==> src/tspes_pkg.sv <==
`timescale 1ns / 1ps
// ----------------------------------------------------------------------------
// tspes_pkg
// Shared constants and types for the transport stream PES extractor.
// ----------------------------------------------------------------------------
package tspes_pkg;

    localparam int PACKET_BYTES = 188;
    localparam int POS_W        = 8;
    localparam int PID_W        = 13;
    localparam int PTS_W        = 33;
    localparam int FIFO_DEPTH   = 4;
    localparam int FIFO_AW      = 2;

    localparam logic [7:0] SYNC_BYTE   = 8'h47;
    localparam logic [7:0] ADAPT_LIMIT = 8'd183;
    localparam logic [8:0] PES_POS_MAX = 9'd511;

    // classified byte handed from the front end to the PES engine
    typedef struct packed {
        logic [7:0] data;
        logic       open_pes;
    } tspes_item_t;

    typedef struct packed {
        logic [7:0]       es_byte;
        logic             first_of_pes;
        logic             pts_valid;
        logic [PTS_W-1:0] pts;
    } tspes_result_t;

endpackage

==> src/ts_pes_elementary_extractor_unit.sv <==
`timescale 1ns / 1ps
// ----------------------------------------------------------------------------
// ts_pes_elementary_extractor_unit
// Extracts the elementary stream of one PID from a packet-aligned TS.
// ----------------------------------------------------------------------------
//  channel  | signals                                  | dir
//  ---------+------------------------------------------+-----
//  input    | in_valid, in_ready, ts_byte              | in
//  result   | out_valid, out_ready, es_byte, first_of_pes, pts_valid, pts | out
//  config   | cfg_we, cfg_data (target_pid)            | in
//
// One byte per cycle sustained while the queue is not full. A kept byte enters
// the queue at the edge that accepts it; the PES engine takes it in turn once the
// output register is empty or being read, and loads that register only for bytes
// past a valid PES header. The front end counts packet positions and checks
// headers; a four-entry queue carries kept payload bytes to the PES engine, which
// holds its result in an output register. in_ready drops only when the queue is
// full. Reset clears all control state; target_pid resets to 8191.
// ----------------------------------------------------------------------------
module ts_pes_elementary_extractor_unit
(
    input  logic        clk,
    input  logic        rst_n,
    input  logic        in_valid,
    output logic        in_ready,
    input  logic [7:0]  ts_byte,
    output logic        out_valid,
    input  logic        out_ready,
    output logic [7:0]  es_byte,
    output logic        first_of_pes,
    output logic        pts_valid,
    output logic [32:0] pts,
    input  logic        cfg_we,
    input  logic [12:0] cfg_data
);

    logic [tspes_pkg::PID_W-1:0] pid_reg;
    logic in_fire, f_valid, q_full, q_empty, q_take;
    tspes_pkg::tspes_item_t f_item, q_item;
    tspes_pkg::tspes_result_t res;

    always_ff @(posedge clk or negedge rst_n)
    begin
        if (!rst_n)
            pid_reg <= 13'h1FFF;
        else if (cfg_we)
            pid_reg <= cfg_data;
    end

    assign in_ready = !q_full;
    assign in_fire  = in_valid && in_ready;

    tspes_front u_front
    (
        .clk(clk), .rst_n(rst_n), .in_fire(in_fire), .ts_byte(ts_byte),
        .target_pid(pid_reg), .item_valid(f_valid), .item(f_item)
    );

    tspes_fifo u_fifo
    (
        .clk(clk), .rst_n(rst_n), .wr_en(f_valid), .wr_data(f_item),
        .full(q_full), .empty(q_empty), .rd_en(q_take), .rd_data(q_item)
    );

    tspes_back u_back
    (
        .clk(clk), .rst_n(rst_n), .item_valid(!q_empty), .item(q_item),
        .item_take(q_take), .valid(out_valid), .ready(out_ready), .res(res)
    );

    assign es_byte      = res.es_byte;
    assign first_of_pes = res.first_of_pes;
    assign pts_valid    = res.pts_valid;
    assign pts          = res.pts;

    a_stall: assert property (@(posedge clk) disable iff (!rst_n)
        q_full |-> !in_fire) else $error("accepted into full queue");
    a_first_pts: assert property (@(posedge clk) disable iff (!rst_n)
        out_valid && pts_valid |-> first_of_pes) else $error("pts flag");
    a_cfg: assert property (@(posedge clk) disable iff (!rst_n)
        cfg_we |=> pid_reg == $past(cfg_data)) else $error("cfg write");

endmodule

==> src/tspes_front.sv <==
`timescale 1ns / 1ps
// ----------------------------------------------------------------------------
// tspes_front
// Packet position counter and header check; forwards kept payload bytes.
// ----------------------------------------------------------------------------
module tspes_front
(
    input  logic                           clk,
    input  logic                           rst_n,
    input  logic                           in_fire,
    input  logic [7:0]                     ts_byte,
    input  logic [tspes_pkg::PID_W-1:0]    target_pid,
    output logic                           item_valid,
    output tspes_pkg::tspes_item_t         item
);

    logic [tspes_pkg::POS_W-1:0] pos_reg, pos_next;
    logic [15:0] hold_reg;
    logic        accepted_reg, accepted_next;
    logic        unit_start_reg;
    logic [7:0]  pstart_reg, pstart_next;
    logic [tspes_pkg::PID_W-1:0] pid;
    logic        hdr_ok;
    logic        fwd;

    assign pid    = {hold_reg[12:8], hold_reg[7:0]};
    // hold_reg holds bytes 1 and 2; byte 0 check folded into accepted at pos 0
    assign hdr_ok = !hold_reg[15] && pid == target_pid && ts_byte[4];

    always_comb
    begin
        pos_next      = (pos_reg == tspes_pkg::POS_W'(tspes_pkg::PACKET_BYTES - 1))
                        ? '0 : pos_reg + 1'b1;
        accepted_next = accepted_reg;
        pstart_next   = pstart_reg;
        fwd           = 1'b0;
        if (pos_reg == 8'd0)
        begin
            accepted_next = (ts_byte == tspes_pkg::SYNC_BYTE);
        end
        else if (pos_reg < 8'd3)
        begin
        end
        else if (pos_reg == 8'd3)
        begin
            accepted_next = accepted_reg && hdr_ok;
            pstart_next   = ts_byte[5] ? 8'd5 : 8'd4;
        end
        else if (pos_reg == 8'd4 && pstart_reg == 8'd5)
        begin
            if (ts_byte >= tspes_pkg::ADAPT_LIMIT)
                accepted_next = 1'b0;
            else
                pstart_next = 8'd5 + ts_byte;
        end
        else if (accepted_reg && pos_reg >= pstart_reg)
        begin
            fwd = 1'b1;
        end
    end

    always_ff @(posedge clk or negedge rst_n)
    begin
        if (!rst_n)
        begin
            pos_reg        <= '0;
            accepted_reg   <= 1'b0;
            unit_start_reg <= 1'b0;
            pstart_reg     <= 8'd4;
            hold_reg       <= '0;
        end
        else if (in_fire)
        begin
            pos_reg      <= pos_next;
            accepted_reg <= accepted_next;
            pstart_reg   <= pstart_next;
            if (pos_reg == 8'd1 || pos_reg == 8'd2)
                hold_reg <= {hold_reg[7:0], ts_byte};
            if (pos_reg == 8'd3)
                unit_start_reg <= hold_reg[14];
        end
    end

    assign item_valid    = in_fire && fwd;
    assign item.data     = ts_byte;
    assign item.open_pes = (pos_reg == pstart_reg) && unit_start_reg;

endmodule

==> src/tspes_fifo.sv <==
`timescale 1ns / 1ps
// ----------------------------------------------------------------------------
// tspes_fifo
// Short queue between the front end and the PES engine.
// ----------------------------------------------------------------------------
module tspes_fifo
(
    input  logic                    clk,
    input  logic                    rst_n,
    input  logic                    wr_en,
    input  tspes_pkg::tspes_item_t  wr_data,
    output logic                    full,
    output logic                    empty,
    input  logic                    rd_en,
    output tspes_pkg::tspes_item_t  rd_data
);

    tspes_pkg::tspes_item_t mem [tspes_pkg::FIFO_DEPTH];
    logic [tspes_pkg::FIFO_AW-1:0] wp_reg, rp_reg;
    logic [tspes_pkg::FIFO_AW:0]   cnt_reg;

    assign full    = cnt_reg == (tspes_pkg::FIFO_AW+1)'(tspes_pkg::FIFO_DEPTH);
    assign empty   = cnt_reg == '0;
    assign rd_data = mem[rp_reg];

    always_ff @(posedge clk)
    begin
        if (wr_en)
            mem[wp_reg] <= wr_data;
    end

    always_ff @(posedge clk or negedge rst_n)
    begin
        if (!rst_n)
        begin
            wp_reg  <= '0;
            rp_reg  <= '0;
            cnt_reg <= '0;
        end
        else
        begin
            if (wr_en)
                wp_reg <= wp_reg + 1'b1;
            if (rd_en)
                rp_reg <= rp_reg + 1'b1;
            cnt_reg <= cnt_reg + (tspes_pkg::FIFO_AW+1)'(wr_en)
                               - (tspes_pkg::FIFO_AW+1)'(rd_en);
        end
    end

    a_no_overflow: assert property (@(posedge clk) disable iff (!rst_n)
        full |-> !wr_en) else $error("fifo overflow");
    a_no_underflow: assert property (@(posedge clk) disable iff (!rst_n)
        empty |-> !rd_en) else $error("fifo underflow");
    a_count: assert property (@(posedge clk) disable iff (!rst_n)
        (wr_en && !rd_en) |=> cnt_reg == $past(cnt_reg) + 1'b1) else $error("count");

endmodule

==> src/tspes_back.sv <==
`timescale 1ns / 1ps
// ----------------------------------------------------------------------------
// tspes_back
// PES engine: start code check, header skip, PTS capture, output register.
// ----------------------------------------------------------------------------
module tspes_back
(
    input  logic                            clk,
    input  logic                            rst_n,
    input  logic                            item_valid,
    input  tspes_pkg::tspes_item_t          item,
    output logic                            item_take,
    output logic                            valid,
    input  logic                            ready,
    output tspes_pkg::tspes_result_t        res
);

    logic       active_reg, good_reg, ptsok_reg, first_reg;
    logic [8:0] ppos_reg;
    logic [7:0] hlen_reg;
    logic [tspes_pkg::PTS_W-1:0] pts_reg;

    logic       active_n, good_n, ptsok_n, first_n, emit;
    logic [8:0] ppos_n, p;
    logic [7:0] hlen_n, b;
    logic [tspes_pkg::PTS_W-1:0] pts_n;
    logic       out_valid_reg;
    tspes_pkg::tspes_result_t out_reg, out_next;

    assign item_take = item_valid && (!out_valid_reg || ready);
    assign b = item.data;

    always_comb
    begin
        active_n = active_reg; good_n = good_reg; ptsok_n = ptsok_reg;
        first_n  = first_reg;  ppos_n = ppos_reg; hlen_n  = hlen_reg;
        pts_n    = pts_reg;    emit   = 1'b0;    out_next = out_reg;
        if (item.open_pes)
        begin
            active_n = 1'b1; good_n = 1'b1; ppos_n = '0; hlen_n = '0;
            pts_n = '0; ptsok_n = 1'b0; first_n = 1'b1;
        end
        p = ppos_n;
        if (active_n)
        begin
            if (p < 9'd3)
            begin
                if (b != ((p == 9'd2) ? 8'd1 : 8'd0))
                    good_n = 1'b0;
            end
            else if (p == 9'd6)
                ptsok_n = (b & 8'hC0) == 8'h80;
            else if (p == 9'd7)
            begin
                if (!b[7]) ptsok_n = 1'b0;
            end
            else if (p == 9'd8)
            begin
                hlen_n = b;
                if (b < 8'd5) ptsok_n = 1'b0;
            end
            case (p)
                9'd9:    pts_n = {b[3:1], 30'd0};
                9'd10:   pts_n[29:22] = b;
                9'd11:   pts_n[21:15] = b[7:1];
                9'd12:   pts_n[14:7]  = b;
                9'd13:   pts_n[6:0]   = b[7:1];
                default: ;
            endcase
            if (good_n && p >= 9'd9 && {1'b0, p} >= 10'd9 + {2'b0, hlen_n})
            begin
                emit = 1'b1;
                out_next.es_byte      = b;
                out_next.first_of_pes = first_n;
                out_next.pts_valid    = first_n && ptsok_n;
                out_next.pts          = (first_n && ptsok_n) ? pts_n : '0;
                first_n = 1'b0;
            end
            if (ppos_n != tspes_pkg::PES_POS_MAX)
                ppos_n = ppos_n + 1'b1;
        end
    end

    always_ff @(posedge clk or negedge rst_n)
    begin
        if (!rst_n)
        begin
            active_reg <= 1'b0; good_reg <= 1'b0; ptsok_reg <= 1'b0;
            first_reg  <= 1'b0; ppos_reg <= '0;   hlen_reg  <= '0;
            pts_reg    <= '0;   out_valid_reg <= 1'b0;
        end
        else
        begin
            if (item_take)
            begin
                active_reg <= active_n; good_reg <= good_n; ptsok_reg <= ptsok_n;
                first_reg  <= first_n;  ppos_reg <= ppos_n; hlen_reg  <= hlen_n;
                pts_reg    <= pts_n;
            end
            if (item_take)
                out_valid_reg <= emit || (out_valid_reg && !ready);
            else if (ready)
                out_valid_reg <= 1'b0;
        end
    end

    always_ff @(posedge clk)
    begin
        if (item_take && emit)
            out_reg <= out_next;
    end

    assign valid = out_valid_reg;
    assign res   = out_reg;

    a_pts_with_first: assert property (@(posedge clk) disable iff (!rst_n)
        valid && res.pts_valid |-> res.first_of_pes) else $error("pts without first");
    a_hold: assert property (@(posedge clk) disable iff (!rst_n)
        valid && !ready |=> valid && $stable(res)) else $error("result lost");
    a_pts_zero: assert property (@(posedge clk) disable iff (!rst_n)
        valid && !res.pts_valid |-> res.pts == '0) else $error("stale pts");

endmodule
==> config.mk <==
export PLATFORM = sky130hd
export DESIGN_NAME = ts_pes_elementary_extractor_unit
export DESIGN_NICKNAME = d
export VERILOG_FILES = /design/src/tspes_pkg.sv /design/src/ts_pes_elementary_extractor_unit.sv /design/src/tspes_front.sv /design/src/tspes_fifo.sv /design/src/tspes_back.sv
export SDC_FILE = /design/constraint.sdc
export NUM_CORES = 1
export LEC_CHECK = 0
export ABC_CLOCK_PERIOD_IN_PS = 20600
export BUFFER_PORTS_ARGS = -buffer_cell sky130_fd_sc_hd__clkbuf_2
export CELL_PAD_IN_SITES_DETAIL_PLACEMENT = 0
export CELL_PAD_IN_SITES_GLOBAL_PLACEMENT = 2
export CORE_MARGIN = 10
export CORE_UTILIZATION = 38
export CTS_BUF_LIST = sky130_fd_sc_hd__clkbuf_4 sky130_fd_sc_hd__clkbuf_8
export DETAILED_ROUTE_END_ITERATION = 10
export PLACE_DENSITY = 0.82
export SLEW_MARGIN = 20
export SYNTH_ARGS = -nofsm -noshare
export SYNTH_HDL_FRONTEND = slang
export SYNTH_HIERARCHICAL = 1
export SYNTH_SLANG_ARGS = --single-unit
==> constraint.sdc <==
create_clock -name clk -period 20.6 [get_ports clk]
set_input_delay 1.03 -clock clk [delete_from_list [all_inputs] [get_ports clk]]
set_output_delay 1.03 -clock clk [all_outputs]
set_load 0.01 [all_outputs]
==> results.sh <==
export IMPL_vias_per_cell=5.29
export IMPL_cap_viol_max_count=0
export IMPL_path_buf_inv=4
export IMPL_dp_cells=1107
export IMPL_dpl_worst_slack_ns=14.98
export IMPL_routed_wirelength_mm=20.8
export IMPL_initial_core_util=0.384
export IMPL_antenna_found_initial=0
export IMPL_synth_fp_nets=811
export IMPL_drt_pre_antenna_iters=5
export IMPL_syn_inst=756
export IMPL_clkSinkCount=187
export IMPL_antennaDiodeCount=0
export IMPL_yosys_top_cells_area="edfxtp_1 25%, dfrtp_1 25%, dfstp_2 3.9%"
export IMPL_maxSlewViolCount=0
export IMPL_crit_family="simple AND/OR/NAND/NOR gates"
export IMPL_fin_ws_ns=15.00
export IMPL_leakage_uw=0.00418
export IMPL_cts_hold_buf=0
export IMPL_core_area_um2=24200
export IMPL_synth_cell_type_count=80
export IMPL_layout_drive_gt1_share=0.225
export IMPL_synth_xor_area_frac=0.0376
export IMPL_yosysTopAreaCell="edfxtp_1"
export IMPL_hpwl_mm=14.3
export IMPL_row_count=57
export IMPL_netlist_top_cells_count="94 x dfrtp_1, 79 x edfxtp_1, 65 x nor2_1"
export IMPL_num_vias=6027
export IMPL_powerDensity_nw_per_um2=98.1
export IMPL_cts_setup_buffers=0
export IMPL_critPathArrivalTime_ns=5.69
export IMPL_yosysSeqAreaShare=0.546
export IMPL_nets=857
export IMPL_ff2ff_setup_slack_ns=15.00
export IMPL_synth_top_family_by_area="compound AO/OA/AOI/OAI gates"
export IMPL_peakVddDrop_uv=56.9
export IMPL_synth_most_common_cell="dfrtp_1"
export IMPL_root_buffer="clkbuf_8"
export IMPL_die_w_um=177
export IMPL_final_cells=1139
export IMPL_cts_buffers=17
export IMPL_syn_avg_cell_area_um2=12.3
export IMPL_cts_resized=0
export IMPL_cts_tree="yes"
export IMPL_final_setup_viol_count=0
export IMPL_rsz0062_at_grt="false"
export IMPL_max_stage_delay_ns=0.83
export IMPL_tns_ns=0
export IMPL_async_flop_share=0.578
export IMPL_grtUsageTotal=0.136
export IMPL_min_period_ns=5.60
export IMPL_wl_per_cell_um=18.3
export IMPL_io_pins=71
export IMPL_r2r_start="u_fifo/rp_reg[0]$_DFFE_PN0P_"
export IMPL_hold_end="u_back/hlen_reg[4]$_DFFE_PN0P_"
export IMPL_gr_total_overflow=0
export IMPL_synthMuxAreaShare=0.0718
export IMPL_synth_simple_gate_area_frac=0.129
export IMPL_clockBufferDepth=2
export IMPL_hold_viol=0
export IMPL_clock_latency_ns=0.46
export IMPL_hold_start="u_back/hlen_reg[4]$_DFFE_PN0P_"
export IMPL_ys_seq_elements=187
export IMPL_grt_max_degree=62
export IMPL_synth_warnings=6
export IMPL_drc=0
export IMPL_max_slew_margin=0.290
export IMPL_total_power_uw=1010
export IMPL_drt_iter0_markers=326
export IMPL_cp_required_ns=20.70
export IMPL_synth_top_flop_cell="dfrtp_1"
export IMPL_synth_fa_ha_area_frac=0.0397
export IMPL_worstPathMaxFanout=43
export IMPL_area_growth_pct=10.2
export IMPL_endpoint_kind="register"
export IMPL_worst_slew_pin_slew_ns=1.05
export IMPL_timing_fmax_ghz=0.179
export IMPL_largest_register_ffs=43
export IMPL_place_congestion=0.820
export IMPL_outcome="completed"
export IMPL_htree_levels=4
export IMPL_fin_skew_ns=0.0141
export IMPL_chipHeight_um=177
export IMPL_hold_slack_ns=0.488
export IMPL_rr_endpoint="u_back/res[22]$_SDFFCE_PN0P_"
export IMPL_clkSlewWorstSetupHoldPaths_ns=0.09
export IMPL_reg2reg_depth=16
export IMPL_fin_crit_sh=0.272
export IMPL_synth_compound_area_frac=0.132
export IMPL_crit_chain="mux4_2, buf_4, nor4_4, a21oi_1, inv_1, ha_1, inv_1, a21oi_1, nor2_1, or3_1, ha_1, and4_1, o21ai_0, a221o_1, a31oi_4, buf_4"
export IMPL_netlist_area_leader_share=0.254
export IMPL_crit_cells=16
export IMPL_path_class="reg -> reg"
export IMPL_grt_pass1_wl_mm=34.1
export IMPL_nFillCells=2327
export IMPL_holdCritPathClass="reg -> reg"
export IMPL_io_buffers=70
export IMPL_die_area_um2=31200
export IMPL_crit_path_start_kind="register"
export IMPL_drtAntennaViolNets=0
export IMPL_slowest_stage="nor4_4"
export IMPL_synth_edf_count=79
export IMPL_holdPathStages=2
export IMPL_synth_area_um2=9320
export IMPL_grt_pass1_vias=6122
==> cell families (layout without fill, tap and decap cells) <==
kind of cell               Yosys count  count (layout)
adders and majority gates           29              29
xor gates and xnor gates            40              40
buffers and inverters               83             142
DFF                                187             187
and+or+nand+nor                    216             216
AOI/OAI and AO/OA                  157             157
muxes                               44              44
==> tightest hold or removal path, cell delays in order, from the launching register on <==
cell and delay, ns:
dfrtp_1 0.34, nand2_1 0.05, o21ai_0 0.07
==> layer usage <==
layer  wire, µm  up-vias  GRT usage
li1           -     2877          -
met1       9350     3016      0.177
met2      10200      122      0.222
met3        999       12     0.0314
met4        201        0     0.0371
met5          0        -          0
==> stage by stage <==
stage          utilization  instance area, µm²
3_5_place_dp         0.407                9860
3_3_place_gp         0.407                9860
2_1_floorplan            -                9320
6_report             0.424               10300
5_1_grt              0.424               10300
4_1_cts              0.424               10300
==> cell usage in the layout (no fill, tap or decap), types with 7 or more instances in the layout <==
| master | count |
|---|---|
| nor3_1 | 8 |
| dfrtp_1 | 94 |
| nor2_1 | 65 |
| xnor2_1 | 20 |
| ha_1 | 28 |
| a21oi_1 | 19 |
| nor2b_1 | 8 |
| clkbuf_2 | 69 |
| nand3_1 | 9 |
| dfstp_2 | 14 |
| mux2_4 | 20 |
| nor3b_1 | 7 |
| edfxtp_1 | 79 |
| nor4_1 | 8 |
| nand2_1 | 38 |
| and2_1 | 7 |
| a22oi_1 | 33 |
| mux2_2 | 10 |
| o22ai_1 | 9 |
| mux4_2 | 8 |
| clkbuf_8 | 18 |
| inv_1 | 34 |
| o21ai_0 | 21 |
| xor2_1 | 20 |
| nand4_1 | 14 |
| a22o_1 | 37 |
| nand2b_1 | 14 |
==> power by group <==
group / switching, µW / leakage, µW / internal (µW)
combinational: 160 / 0.00179 / 115
clock: 135 / 0.000205 / 115
sequential: 51.4 / 0.00219 / 430
total: 347 / 0.00418 / 661
==> area by class of cell <==
cell class              count  area [µm²]  area share
flip-flops and latches    187        5090       0.496
multi-input cells         486        3840       0.374
well taps                 324         405      0.0395
repair buffers             75         390      0.0380
clock buffers              19         255      0.0249
clock inverters            13         155      0.0151
inverters                  35         131      0.0128
==> worst max-delay path by stage <==
stage	endpoint	slack, ns	startpoint
after global placement	u_back/res[8]$_SDFFCE_PN0P_	15.06	u_fifo/rp_reg[0]$_DFFE_PN0P_
after CTS	u_back/res[10]$_SDFFCE_PN0P_	14.96	u_fifo/rp_reg[0]$_DFFE_PN0P_
after floorplan	u_back/res[0]$_SDFFCE_PN0P_	13.98	u_fifo/rp_reg[0]$_DFFE_PN0P_
final	u_back/res[22]$_SDFFCE_PN0P_	15.00	u_fifo/rp_reg[0]$_DFFE_PN0P_
after global routing	u_back/res[10]$_SDFFCE_PN0P_	14.64	u_fifo/rp_reg[0]$_DFFE_PN0P_
after detailed placement	u_back/res[1]$_SDFFCE_PN0P_	14.98	u_fifo/rp_reg[0]$_DFFE_PN0P_
No activity file was read; power rests on OpenSTA's default activity.
